==> src/sv/dnsu_pkg.sv <==
`default_nettype none
package dnsu_pkg;

    localparam int NAME_FIELD_BYTES_DEFAULT = 16;
    localparam int QUEUE_DEPTH_DEFAULT      = 4;

    localparam logic [7:0] CH_NUL       = 8'h00;
    localparam logic [7:0] CH_SPACE     = 8'h20;
    localparam logic [7:0] CH_QUOTE     = 8'h22;
    localparam logic [7:0] CH_STAR      = 8'h2A;
    localparam logic [7:0] CH_DOT       = 8'h2E;
    localparam logic [7:0] CH_SLASH     = 8'h2F;
    localparam logic [7:0] CH_ZERO      = 8'h30;
    localparam logic [7:0] CH_NINE      = 8'h39;
    localparam logic [7:0] CH_COLON     = 8'h3A;
    localparam logic [7:0] CH_LESS      = 8'h3C;
    localparam logic [7:0] CH_GREATER   = 8'h3E;
    localparam logic [7:0] CH_QUESTION  = 8'h3F;
    localparam logic [7:0] CH_BACKSLASH = 8'h5C;
    localparam logic [7:0] CH_LOWER_A   = 8'h61;
    localparam logic [7:0] CH_LOWER_Z   = 8'h7A;
    localparam logic [7:0] CH_PIPE      = 8'h7C;
    localparam logic [7:0] CH_DEL       = 8'h7F;
    localparam logic [7:0] CH_CASE_BIT  = 8'h20;

    // superscript digits in utf-8: lead byte and the three trail bytes
    localparam logic [7:0] SUP_LEAD  = 8'hC2;
    localparam logic [7:0] SUP_ONE   = 8'hB9;
    localparam logic [7:0] SUP_TWO   = 8'hB2;
    localparam logic [7:0] SUP_THREE = 8'hB3;

    // upper half of code page 437 as unicode code points
    localparam logic [15:0] CP437_HIGH [0:127] = '{
        16'h00C7, 16'h00FC, 16'h00E9, 16'h00E2, 16'h00E4, 16'h00E0, 16'h00E5, 16'h00E7,
        16'h00EA, 16'h00EB, 16'h00E8, 16'h00EF, 16'h00EE, 16'h00EC, 16'h00C4, 16'h00C5,
        16'h00C9, 16'h00E6, 16'h00C6, 16'h00F4, 16'h00F6, 16'h00F2, 16'h00FB, 16'h00F9,
        16'h00FF, 16'h00D6, 16'h00DC, 16'h00A2, 16'h00A3, 16'h00A5, 16'h20A7, 16'h0192,
        16'h00E1, 16'h00ED, 16'h00F3, 16'h00FA, 16'h00F1, 16'h00D1, 16'h00AA, 16'h00BA,
        16'h00BF, 16'h2310, 16'h00AC, 16'h00BD, 16'h00BC, 16'h00A1, 16'h00AB, 16'h00BB,
        16'h2591, 16'h2592, 16'h2593, 16'h2502, 16'h2524, 16'h2561, 16'h2562, 16'h2556,
        16'h2555, 16'h2563, 16'h2551, 16'h2557, 16'h255D, 16'h255C, 16'h255B, 16'h2510,
        16'h2514, 16'h2534, 16'h252C, 16'h251C, 16'h2500, 16'h253C, 16'h255E, 16'h255F,
        16'h255A, 16'h2554, 16'h2569, 16'h2566, 16'h2560, 16'h2550, 16'h256C, 16'h2567,
        16'h2568, 16'h2564, 16'h2565, 16'h2559, 16'h2558, 16'h2552, 16'h2553, 16'h256B,
        16'h256A, 16'h2518, 16'h250C, 16'h2588, 16'h2584, 16'h258C, 16'h2590, 16'h2580,
        16'h03B1, 16'h00DF, 16'h0393, 16'h03C0, 16'h03A3, 16'h03C3, 16'h00B5, 16'h03C4,
        16'h03A6, 16'h0398, 16'h03A9, 16'h03B4, 16'h221E, 16'h03C6, 16'h03B5, 16'h2229,
        16'h2261, 16'h00B1, 16'h2265, 16'h2264, 16'h2320, 16'h2321, 16'h00F7, 16'h2248,
        16'h00B0, 16'h2219, 16'h00B7, 16'h221A, 16'h207F, 16'h00B2, 16'h25A0, 16'h00A0
    };

    // one queued command: up to three utf-8 bytes, then status if last
    typedef struct packed {
        logic [2:0][7:0] enc;
        logic [1:0]      len;
        logic            sep;
        logic            last;
        logic            invalid;
    } dnsu_cmd_t;

endpackage
`default_nettype wire

==> src/sv/dnsu_front.sv <==
`default_nettype none
module dnsu_front #(
    parameter int NAME_FIELD_BYTES = dnsu_pkg::NAME_FIELD_BYTES_DEFAULT
) (
    input  wire logic                clk,
    input  wire logic                rst_n,
    input  wire logic                accept,
    input  wire logic [7:0]          field_byte,
    input  wire logic                field_end,
    output logic                     push,
    output dnsu_pkg::dnsu_cmd_t      cmd
);

    localparam int CW = $clog2(NAME_FIELD_BYTES + 1);

    logic          terminated_reg, terminated_next;
    logic          at_first_reg, at_first_next;
    logic          invalid_reg, invalid_next;
    logic [CW-1:0] taken_reg, taken_next;

    logic          active;
    logic          is_ctrl;
    logic          is_sep;
    logic          has_bytes;
    logic [15:0]   code;
    logic [2:0][7:0] enc;
    logic [1:0]    len;

    always_comb
    begin
        active  = !terminated_reg && (taken_reg < CW'(NAME_FIELD_BYTES));
        is_ctrl = (field_byte < dnsu_pkg::CH_SPACE) || (field_byte == dnsu_pkg::CH_DEL);
        is_sep  = (field_byte == dnsu_pkg::CH_BACKSLASH) || (field_byte == dnsu_pkg::CH_SLASH);
        code    = field_byte[7] ? dnsu_pkg::CP437_HIGH[field_byte[6:0]] : {8'h00, field_byte};

        enc = '0;
        priority if (is_sep)
        begin
            enc[0] = dnsu_pkg::CH_SLASH;
            len    = 2'd1;
        end
        else if (code < 16'h0080)
        begin
            enc[0] = code[7:0];
            len    = 2'd1;
        end
        else if (code < 16'h0800)
        begin
            enc[0] = {3'b110, code[10:6]};
            enc[1] = {2'b10, code[5:0]};
            len    = 2'd2;
        end
        else
        begin
            enc[0] = {4'b1110, code[15:12]};
            enc[1] = {2'b10, code[11:6]};
            enc[2] = {2'b10, code[5:0]};
            len    = 2'd3;
        end

        has_bytes = active && (field_byte != dnsu_pkg::CH_NUL);

        terminated_next = terminated_reg;
        at_first_next   = at_first_reg;
        invalid_next    = invalid_reg;
        taken_next      = taken_reg;
        if (accept && active)
        begin
            taken_next = taken_reg + CW'(1);
            if (field_byte == dnsu_pkg::CH_NUL)
            begin
                if (at_first_reg)
                begin
                    invalid_next = 1'b1;
                end
                terminated_next = 1'b1;
            end
            else if (is_ctrl)
            begin
                invalid_next = 1'b1;
            end
            at_first_next = 1'b0;
        end

        push        = accept && (has_bytes || field_end);
        cmd.enc     = enc;
        cmd.len     = has_bytes ? len : 2'd0;
        cmd.sep     = is_sep;
        cmd.last    = field_end;
        cmd.invalid = invalid_next;

        // field end returns the name state to its start
        if (accept && field_end)
        begin
            terminated_next = 1'b0;
            at_first_next   = 1'b1;
            invalid_next    = 1'b0;
            taken_next      = '0;
        end
    end

    always_ff @(posedge clk or negedge rst_n)
    begin
        if (!rst_n)
        begin
            terminated_reg <= 1'b0;
            at_first_reg   <= 1'b1;
            invalid_reg    <= 1'b0;
            taken_reg      <= '0;
        end
        else
        begin
            terminated_reg <= terminated_next;
            at_first_reg   <= at_first_next;
            invalid_reg    <= invalid_next;
            taken_reg      <= taken_next;
        end
    end

endmodule
`default_nettype wire

==> src/sv/dnsu_queue.sv <==
`default_nettype none
module dnsu_queue #(
    parameter int DEPTH = dnsu_pkg::QUEUE_DEPTH_DEFAULT
) (
    input  wire logic                clk,
    input  wire logic                rst_n,
    input  wire logic                push,
    input  wire dnsu_pkg::dnsu_cmd_t cmd_in,
    input  wire logic                pop,
    output dnsu_pkg::dnsu_cmd_t      cmd_out,
    output logic                     not_empty,
    output logic                     full
);

    localparam int PW = (DEPTH > 1) ? $clog2(DEPTH) : 1;
    localparam int NW = $clog2(DEPTH + 1);

    dnsu_pkg::dnsu_cmd_t slot_reg [DEPTH];
    logic [PW-1:0] wr_ptr_reg, wr_ptr_next;
    logic [PW-1:0] rd_ptr_reg, rd_ptr_next;
    logic [NW-1:0] count_reg, count_next;
    logic          do_push, do_pop;

    always_comb
    begin
        not_empty = (count_reg != '0);
        full      = (count_reg == NW'(DEPTH));
        do_push   = push && !full;
        do_pop    = pop && not_empty;
        cmd_out   = slot_reg[rd_ptr_reg];

        wr_ptr_next = wr_ptr_reg;
        rd_ptr_next = rd_ptr_reg;
        if (do_push)
        begin
            wr_ptr_next = (wr_ptr_reg == PW'(DEPTH - 1)) ? '0 : wr_ptr_reg + PW'(1);
        end
        if (do_pop)
        begin
            rd_ptr_next = (rd_ptr_reg == PW'(DEPTH - 1)) ? '0 : rd_ptr_reg + PW'(1);
        end
        count_next = count_reg + NW'(do_push) - NW'(do_pop);
    end

    always_ff @(posedge clk or negedge rst_n)
    begin
        if (!rst_n)
        begin
            wr_ptr_reg <= '0;
            rd_ptr_reg <= '0;
            count_reg  <= '0;
        end
        else
        begin
            wr_ptr_reg <= wr_ptr_next;
            rd_ptr_reg <= rd_ptr_next;
            count_reg  <= count_next;
        end
    end

    always_ff @(posedge clk)
    begin
        if (do_push)
        begin
            slot_reg[wr_ptr_reg] <= cmd_in;
        end
    end

endmodule
`default_nettype wire

==> src/sv/dnsu_back.sv <==
`default_nettype none
module dnsu_back (
    input  wire logic                clk,
    input  wire logic                rst_n,
    input  wire logic                cmd_valid,
    input  wire dnsu_pkg::dnsu_cmd_t cmd,
    output logic                     pop,
    output logic                     out_valid,
    input  wire logic                out_stall,
    output logic [7:0]               out_byte,
    output logic                     is_status,
    output logic                     name_invalid,
    output logic                     unsafe_name
);

    logic [1:0] part_reg, part_next;
    logic       unsafe_reg, unsafe_next;
    logic [5:0] comp_len_reg, comp_len_next;
    logic       dot_reg, dot_next;
    logic [5:0] stem_len_reg, stem_len_next;
    logic       meaningful_reg, meaningful_next;
    logic       bad_reg, bad_next;
    logic [7:0] last_byte_reg, last_byte_next;
    logic [7:0] head_reg [8];

    logic       out_valid_reg, out_valid_next;
    logic [7:0] out_byte_reg, out_byte_next;
    logic       is_status_reg, is_status_next;
    logic       invalid_out_reg, invalid_out_next;
    logic       unsafe_out_reg, unsafe_out_next;

    logic       load;
    logic       at_status;
    logic       feed;
    logic       clear;
    logic [7:0] c;
    logic [7:0] u [7];
    logic       res3, res6, res7, com_lpt, dev_digit, dev_sup;
    logic       safe;

    function automatic logic [7:0] upper_ascii(input logic [7:0] ch);
        logic [7:0] r;
        r = ch;
        if (ch >= dnsu_pkg::CH_LOWER_A && ch <= dnsu_pkg::CH_LOWER_Z)
        begin
            r = ch - dnsu_pkg::CH_CASE_BIT;
        end
        return r;
    endfunction

    // checks the component held in the registers
    always_comb
    begin
        for (int i = 0; i < 7; i++)
        begin
            u[i] = upper_ascii(head_reg[i]);
        end
        res3 = (stem_len_reg == 6'd3) &&
               (({u[0], u[1], u[2]} == "CON") || ({u[0], u[1], u[2]} == "PRN") ||
                ({u[0], u[1], u[2]} == "AUX") || ({u[0], u[1], u[2]} == "NUL"));
        res6 = (stem_len_reg == 6'd6) &&
               (({u[0], u[1], u[2], u[3], u[4], u[5]} == "CONIN$") ||
                ({u[0], u[1], u[2], u[3], u[4], u[5]} == "CLOCK$"));
        res7 = (stem_len_reg == 6'd7) &&
               ({u[0], u[1], u[2], u[3], u[4], u[5], u[6]} == "CONOUT$");
        com_lpt = ({u[0], u[1], u[2]} == "COM") || ({u[0], u[1], u[2]} == "LPT");
        dev_digit = (stem_len_reg == 6'd4) && com_lpt &&
                    (head_reg[3] >= dnsu_pkg::CH_ZERO) && (head_reg[3] <= dnsu_pkg::CH_NINE);
        dev_sup = (stem_len_reg == 6'd5) && com_lpt && (head_reg[3] == dnsu_pkg::SUP_LEAD) &&
                  ((head_reg[4] == dnsu_pkg::SUP_ONE) || (head_reg[4] == dnsu_pkg::SUP_TWO) ||
                   (head_reg[4] == dnsu_pkg::SUP_THREE));
        safe = (comp_len_reg != 6'd0) && !bad_reg && meaningful_reg &&
               (last_byte_reg != dnsu_pkg::CH_DOT) && (last_byte_reg != dnsu_pkg::CH_SPACE) &&
               !res3 && !res6 && !res7 && !dev_digit && !dev_sup;
    end

    always_comb
    begin
        load      = cmd_valid && (!out_valid_reg || !out_stall);
        at_status = (part_reg == cmd.len);
        c         = cmd.enc[part_reg];
        feed      = load && !at_status && !cmd.sep;
        clear     = load && (at_status || cmd.sep);
        pop       = 1'b0;
        part_next = part_reg;
        unsafe_next = unsafe_reg;

        out_valid_next   = out_valid_reg && out_stall;
        out_byte_next    = out_byte_reg;
        is_status_next   = is_status_reg;
        invalid_out_next = invalid_out_reg;
        unsafe_out_next  = unsafe_out_reg;

        if (load)
        begin
            out_valid_next = 1'b1;
            if (at_status)
            begin
                out_byte_next    = 8'h00;
                is_status_next   = 1'b1;
                invalid_out_next = cmd.invalid;
                unsafe_out_next  = unsafe_reg || !safe;
                unsafe_next      = 1'b0;
                pop              = 1'b1;
                part_next        = 2'd0;
            end
            else
            begin
                out_byte_next    = c;
                is_status_next   = 1'b0;
                invalid_out_next = 1'b0;
                unsafe_out_next  = 1'b0;
                if (cmd.sep)
                begin
                    unsafe_next = unsafe_reg || !safe;
                end
                if (part_reg == cmd.len - 2'd1 && !cmd.last)
                begin
                    pop       = 1'b1;
                    part_next = 2'd0;
                end
                else
                begin
                    part_next = part_reg + 2'd1;
                end
            end
        end

        comp_len_next   = comp_len_reg;
        dot_next        = dot_reg;
        stem_len_next   = stem_len_reg;
        meaningful_next = meaningful_reg;
        bad_next        = bad_reg;
        last_byte_next  = last_byte_reg;
        if (clear)
        begin
            comp_len_next   = 6'd0;
            dot_next        = 1'b0;
            stem_len_next   = 6'd0;
            meaningful_next = 1'b0;
            bad_next        = 1'b0;
            last_byte_next  = 8'h00;
        end
        else if (feed)
        begin
            if (c < dnsu_pkg::CH_SPACE || c == dnsu_pkg::CH_DEL ||
                c == dnsu_pkg::CH_COLON || c == dnsu_pkg::CH_LESS ||
                c == dnsu_pkg::CH_GREATER || c == dnsu_pkg::CH_QUOTE ||
                c == dnsu_pkg::CH_PIPE || c == dnsu_pkg::CH_QUESTION ||
                c == dnsu_pkg::CH_STAR)
            begin
                bad_next = 1'b1;
            end
            if (c != dnsu_pkg::CH_DOT && c != dnsu_pkg::CH_SPACE)
            begin
                meaningful_next = 1'b1;
            end
            if (!dot_reg)
            begin
                if (c == dnsu_pkg::CH_DOT)
                begin
                    dot_next = 1'b1;
                end
                else if (c != dnsu_pkg::CH_SPACE)
                begin
                    stem_len_next = (comp_len_reg < 6'd63) ? comp_len_reg + 6'd1 : 6'd63;
                end
            end
            last_byte_next = c;
            if (comp_len_reg < 6'd63)
            begin
                comp_len_next = comp_len_reg + 6'd1;
            end
        end

        out_valid    = out_valid_reg;
        out_byte     = out_byte_reg;
        is_status    = is_status_reg;
        name_invalid = invalid_out_reg;
        unsafe_name  = unsafe_out_reg;
    end

    always_ff @(posedge clk or negedge rst_n)
    begin
        if (!rst_n)
        begin
            part_reg       <= 2'd0;
            unsafe_reg     <= 1'b0;
            comp_len_reg   <= 6'd0;
            dot_reg        <= 1'b0;
            stem_len_reg   <= 6'd0;
            meaningful_reg <= 1'b0;
            bad_reg        <= 1'b0;
            last_byte_reg  <= 8'h00;
            out_valid_reg  <= 1'b0;
        end
        else
        begin
            part_reg       <= part_next;
            unsafe_reg     <= unsafe_next;
            comp_len_reg   <= comp_len_next;
            dot_reg        <= dot_next;
            stem_len_reg   <= stem_len_next;
            meaningful_reg <= meaningful_next;
            bad_reg        <= bad_next;
            last_byte_reg  <= last_byte_next;
            out_valid_reg  <= out_valid_next;
        end
    end

    // payload registers and the component head carry no reset
    always_ff @(posedge clk)
    begin
        out_byte_reg    <= out_byte_next;
        is_status_reg   <= is_status_next;
        invalid_out_reg <= invalid_out_next;
        unsafe_out_reg  <= unsafe_out_next;
        if (feed && comp_len_reg < 6'd8)
        begin
            head_reg[comp_len_reg[2:0]] <= c;
        end
    end

endmodule
`default_nettype wire

==> src/sv/dos_name_to_safe_utf8.sv <==
`default_nettype none
// dos name field to utf-8 converter
// input channel: in_valid / in_stall carry one raw code page 437 byte per word
// (field_byte) and field_end on the last byte of the name field
// output channel: out_valid / out_stall carry one result word: a utf-8 byte of
// the name (is_status low) or, after the last byte, a status word with
// name_invalid and unsafe_name (is_status high, out_byte zero)
// a word is taken at a rising edge with valid high and stall low
// the front takes one input word per cycle while its four-entry command queue
// has room; the back emits one result word per cycle while out_stall is low,
// so an input byte gives at most three result words and a field end one more
// for the status word; sustained rate is set by the back's output register
// a word's first result passes the queue and the output register to out_valid
// bytes after a nul or past NAME_FIELD_BYTES give only a field end's status
// while out_stall is high the output word holds and the queue fills, then
// in_stall rises; reset empties the queue and starts a fresh name
module dos_name_to_safe_utf8 #(
    parameter int NAME_FIELD_BYTES = dnsu_pkg::NAME_FIELD_BYTES_DEFAULT,
    parameter int QUEUE_DEPTH      = dnsu_pkg::QUEUE_DEPTH_DEFAULT
) (
    input  wire logic       clk,
    input  wire logic       rst_n,
    input  wire logic       in_valid,
    output logic            in_stall,
    input  wire logic [7:0] field_byte,
    input  wire logic       field_end,
    output logic            out_valid,
    input  wire logic       out_stall,
    output logic [7:0]      out_byte,
    output logic            is_status,
    output logic            name_invalid,
    output logic            unsafe_name
);

    logic                 q_push;
    logic                 q_full;
    dnsu_pkg::dnsu_cmd_t  front_cmd;
    dnsu_pkg::dnsu_cmd_t  back_cmd;
    logic                 accept;
    logic                 q_not_empty;
    logic                 pop;

    assign in_stall = q_full;
    assign accept   = in_valid && !q_full;

    dnsu_front #(
        .NAME_FIELD_BYTES(NAME_FIELD_BYTES)
    ) u_front (
        .clk        (clk),
        .rst_n      (rst_n),
        .accept     (accept),
        .field_byte (field_byte),
        .field_end  (field_end),
        .push       (q_push),
        .cmd        (front_cmd)
    );

    dnsu_queue #(
        .DEPTH(QUEUE_DEPTH)
    ) u_queue (
        .clk       (clk),
        .rst_n     (rst_n),
        .push      (q_push),
        .cmd_in    (front_cmd),
        .pop       (pop),
        .cmd_out   (back_cmd),
        .not_empty (q_not_empty),
        .full      (q_full)
    );

    dnsu_back u_back (
        .clk          (clk),
        .rst_n        (rst_n),
        .cmd_valid    (q_not_empty),
        .cmd          (back_cmd),
        .pop          (pop),
        .out_valid    (out_valid),
        .out_stall    (out_stall),
        .out_byte     (out_byte),
        .is_status    (is_status),
        .name_invalid (name_invalid),
        .unsafe_name  (unsafe_name)
    );

    // a status word never carries a name byte
    a_status_zero_byte: assert property (@(posedge clk) disable iff (!rst_n)
        out_valid && is_status |-> out_byte == 8'h00)
        else $error("status word with nonzero byte");

    // name bytes never carry status flags
    a_byte_no_flags: assert property (@(posedge clk) disable iff (!rst_n)
        out_valid && !is_status |-> !name_invalid && !unsafe_name)
        else $error("name byte with status flags");

    // an input word that ends the field always reaches the queue
    a_end_pushed: assert property (@(posedge clk) disable iff (!rst_n)
        in_valid && !in_stall && field_end |-> q_push)
        else $error("field end lost");

    // a new word enters the output only from a queued command
    a_out_from_queue: assert property (@(posedge clk) disable iff (!rst_n)
        !out_valid ##1 out_valid |-> $past(q_not_empty))
        else $error("output word without command");

endmodule
`default_nettype wire

==> config.mk <==
export PLATFORM = sky130hd
export DESIGN_NAME = dos_name_to_safe_utf8
export DESIGN_NICKNAME = d
export VERILOG_FILES = /design/src/sv/dnsu_pkg.sv /design/src/sv/dnsu_front.sv /design/src/sv/dnsu_queue.sv /design/src/sv/dnsu_back.sv /design/src/sv/dos_name_to_safe_utf8.sv
export SDC_FILE = /design/constraint.sdc
export NUM_CORES = 1
export LEC_CHECK = 0
export BUFFER_PORTS_ARGS = -buffer_cell sky130_fd_sc_hd__buf_2
export CORE_MARGIN = 1
export CORE_UTILIZATION = 68
export CTS_CLUSTER_SIZE = 20
export DETAILED_ROUTE_END_ITERATION = 16
export PLACE_DENSITY = 0.86
export SLEW_MARGIN = 10
export SYNTH_ARGS = -nofsm -noshare
export SYNTH_HDL_FRONTEND = slang
export SYNTH_SLANG_ARGS = --single-unit
==> constraint.sdc <==
create_clock -name clk -period 9.24 [get_ports clk]
set_clock_uncertainty 0.2 [all_clocks]
set_input_delay 0 -clock clk [delete_from_list [all_inputs] [get_ports clk]]
set_output_delay 0 -clock clk [all_outputs]
set_load 0.005 [all_outputs]
==> flow_summary_export.csv <==
group,metric,value,unit
outcome,status,"finished clean",
sta,setup_tns,0,ns
pwr,p_leak,4.55,nW
routing,wl,26900,µm
placement,dpl.hpwl,17300,µm
grt,grt.total_usage,31.4,%
setup_path,critPathCaptureType,"register",
pwr,power.share.sequential,41.8,%
synth,synth_area,11600,µm²
floorplan,die_y,132,µm
cts,clk_latency,0.49,ns
cts,path_clk_slew,0.06,ns
floorplan,die_w,132,µm
pwr,p_int,0.00239,W
routing,num_vias,8337,
floorplan,design.portCount,26,
cells_and_area,fin_nets,1018,
cells_and_area,drive_gt1_share,11.9,%
sta,maxSlewHeadroom,31.9,%
job,maxCapViolations,0,
setup_path,slowest_delay,0.78,ns
sta,fin_crit,4.36,ns
setup_path,regToRegSetupSlack,4.88,ns
sta,setup-violations-final,0,
setup_path,path_cells,"buf_4 > mux4_2 > xnor2_2 > a21oi_2 > nand2_1 > or3_1 > nor3_1",
setup_path,path_class,"register to register",
grt,antenna_found_initial,0,
synth,synth_edf_count,175,
synth,yosysSeqAreaShare,54.5,%
pwr,power.switching,0.00136,W
synth,synth_flop_cell,"edfxtp_1",
pwr,netSwitchingFraction,36.3,%
placement,place_congestion,0.913,
synth,synthArstFlopShare,19.4,%
sta,fmax,0.229,GHz
grt,grt_max_degree,80,
setup_path,path_buf_inv,1,
floorplan,std_cell_rows,47,
routing,drt-initial-drc-count,864,
setup_path,crit_slowest_cell,"nor3_1",
synth,synth_fp_nets,1021,
cts,h-tree-depth,1,
floorplan,die-area,17600,µm²
synth,synthCells,979,
routing,drt-pass1-iter-count,5,
pwr,clockPowerShare,22.6,%
cts,numCtsBuffers,21,
setup_path,cp-start-kind,"register",
sta,final-hold-violation-count,0,
pwr,vdd_ir_drop_max,186,µV
pwr,power_frac_comb,35.7,%
sta,post-route-period-util,47.2,%
setup_path,crit_arrival,4.27,ns
routing,remaining_drc_errors,0,
setup_path,r2r-start,"u_queue.rd_ptr_reg[0]$_DFFE_PN0P_",
cts,cts_root_buf,"clkbuf_16",
setup_path,critical_path_required,9.15,ns
grt,grt_overflow,0,
floorplan,coreArea,16600,µm²
setup_path,worst-path-stages,7,
synth,synth_cell_types,90,
cts,cts_setup_buffers,0,
grt,grt_first_pass_wirelength,42900,µm
synth,ys_seq_elements,217,
synth,ys_warn_count,0,
cts,clk_path_buf_depth,3,
synth,syn_area_per_cell,11.8,µm²
setup_path,r2r_end,"u_back.head_reg[1][1]$_DFFE_PP_",
setup_path,rr_worst_depth,7,
setup_path,critPathMaxFanout,30,
cells_and_area,area_growth,7.66,%
pwr,p_per_area,301,nW/µm²
cells_and_area,num_antenna_cells,0,
routing,post_drt_wl_per_cell,22.2,µm
setup_path,crit_family,"simple AND/OR/NAND/NOR gates",
sta,grt_setup_unrepaired,"no",
cells_and_area,largest_register_ffs,108,
cts,clock_sinks,217,
routing,ant_nets,0,
floorplan,start_util,69.8,%
sta,tightest_slew,1.01,ns
grt,grt_pass1_vias,8059,
sta,final_max_slew_viol_count,0,
cts,cts_tree,"built",
sta,whs,0.00987,ns
placement,port_buffers,25,
routing,vias_per_cell,6.89,
hold_path,hp-class,"input port to async pin",
-- cells in the final DEF (no fill, tap or decap), types with 13 or more instances in the layout --
cell       instances
nand2_1           79
mux2i_1           13
inv_1             46
buf_2             25
o21ai_0           39
nand4_1           13
and2_1            15
clkbuf_16         21
nor2_1            78
o31ai_1           15
nor3_1            18
mux4_2            26
nand3_1           33
dfrtp_1           41
edfxtp_1         175
nor2b_1           16
a21oi_1           39
ha_1              28
and3_1            15
a211oi_1          20
-- worst reg2reg max path, stage by stage (launching register included) --
cell and delay [ns]:
dfrtp_1 0.33, buf_4 0.46, mux4_2 0.65, xnor2_2 0.21, a21oi_2 0.55, nand2_1 0.32
or3_1 0.49, nor3_1 0.78
-- final cells by class --
class                      instances  area [µm²]
sequential                       217        6310
multi-input combinational        650        4780
fill                            1003        4120
clock buffer                      28         582
tap                              220         275
timing repair buffer              38         233
inverter                          48         180
clock inverter                     9         105
-- layer usage --
layer	global-route usage, %	vias to the layer above	share of wire [%]
met5	0	-	0
met4	14.5	0	4.2
met3	4.21	103	6.9
met2	53.6	469	51
met1	40.1	4015	38
li1	-	3750	-
-- power groups by stage --
stage | Clock [W] | Sequential, W | Combinational, W
after floorplan | 0 | 0.00153 | 0.000953
after global placement | 0 | 0.00156 | 0.00125
after CTS | 0.000853 | 0.00156 | 0.00133
after global routing | 0.000892 | 0.00158 | 0.00143
final | 0.000846 | 0.00156 | 0.00134
after detailed placement | 0 | 0.00157 | 0.00130
-- through the flow --
| stage | power, W | area, µm² | instances | util [%] | setup WS (ns) |
|---|---|---|---|---|---|
| floorplan | 0.00248 | 11600 | 979 | - | 5.74 |
| detailed placement | 0.00288 | 11700 | 1169 | 70.8 | 4.95 |
| global placement | 0.00281 | 11700 | 1169 | 70.8 | 5.12 |
| finish | 0.00375 | 12500 | 1210 | 75.2 | 4.88 |
| CTS | 0.00374 | 12500 | 1210 | 75.2 | 4.90 |
| global route | 0.00391 | 12500 | 1210 | 75.2 | 4.64 |
-- worst max-delay path by stage --
stage                                       from                               to  slack (ns)
2_1_floorplan  u_queue.rd_ptr_reg[0]$_DFFE_PN0P_   u_queue.count_reg[2]$_DFF_PN0_        5.74
3_3_place_gp   u_queue.rd_ptr_reg[0]$_DFFE_PN0P_  u_back.head_reg[1][6]$_DFFE_PP_        5.12
3_5_place_dp   u_queue.rd_ptr_reg[0]$_DFFE_PN0P_  u_back.head_reg[1][4]$_DFFE_PP_        4.95
4_1_cts        u_queue.rd_ptr_reg[0]$_DFFE_PN0P_  u_back.head_reg[1][1]$_DFFE_PP_        4.90
5_1_grt        u_queue.rd_ptr_reg[0]$_DFFE_PN0P_  u_back.head_reg[1][2]$_DFFE_PP_        4.64
6_report       u_queue.rd_ptr_reg[0]$_DFFE_PN0P_  u_back.head_reg[1][1]$_DFFE_PP_        4.88
-- kinds of logic (layout without fill, tap and decap cells) --
logic type      Yosys count  count (layout)  synth area share (%)
fa+ha+maj                30              30                  3.30
mux                      54              54                  8.81
buf+inv                 112             123                  4.21
simple gates            337             337                  15.1
xor+xnor                 11              11                 0.897
compound gates          218             218                  13.2
flops                   217             217                  54.5
-- Yosys cell counts (6+ instances only) --
master	n	area, µm²
nor4_1	11	68.8
nor2b_1	16	100
nand4_1	13	81.3
nor4b_1	8	70.1
nor3_1	18	90.1
dfrtp_1	41	1030
buf_1	7	26.3
mux4_1	9	236
nand3_1	33	165
a21o_1	7	52.6
nand2_1	79	297
clkbuf_1	40	150
a21oi_1	39	195
o31ai_1	15	113
o211ai_1	8	60.1
or3_1	7	43.8
nand2b_1	12	75.1
edfxtp_1	175	5260
buf_2	9	45.0
and3_1	15	93.8
xnor2_1	6	52.6
inv_1	46	173
o21ai_0	39	195
a211oi_1	20	150
and2_1	15	93.8
a31oi_1	7	43.8
ha_1	28	350
nand4b_1	6	52.6
o21ai_1	10	50.1
mux2i_1	13	130
nor2_1	78	293
mux4_2	26	586
-- what timing repair did --
action,in CTS,in global routing
hold buffers,4,0
endpoints found under the hold margin,56,0
resized for setup,0,0
(Power assumes the default switching activity.)
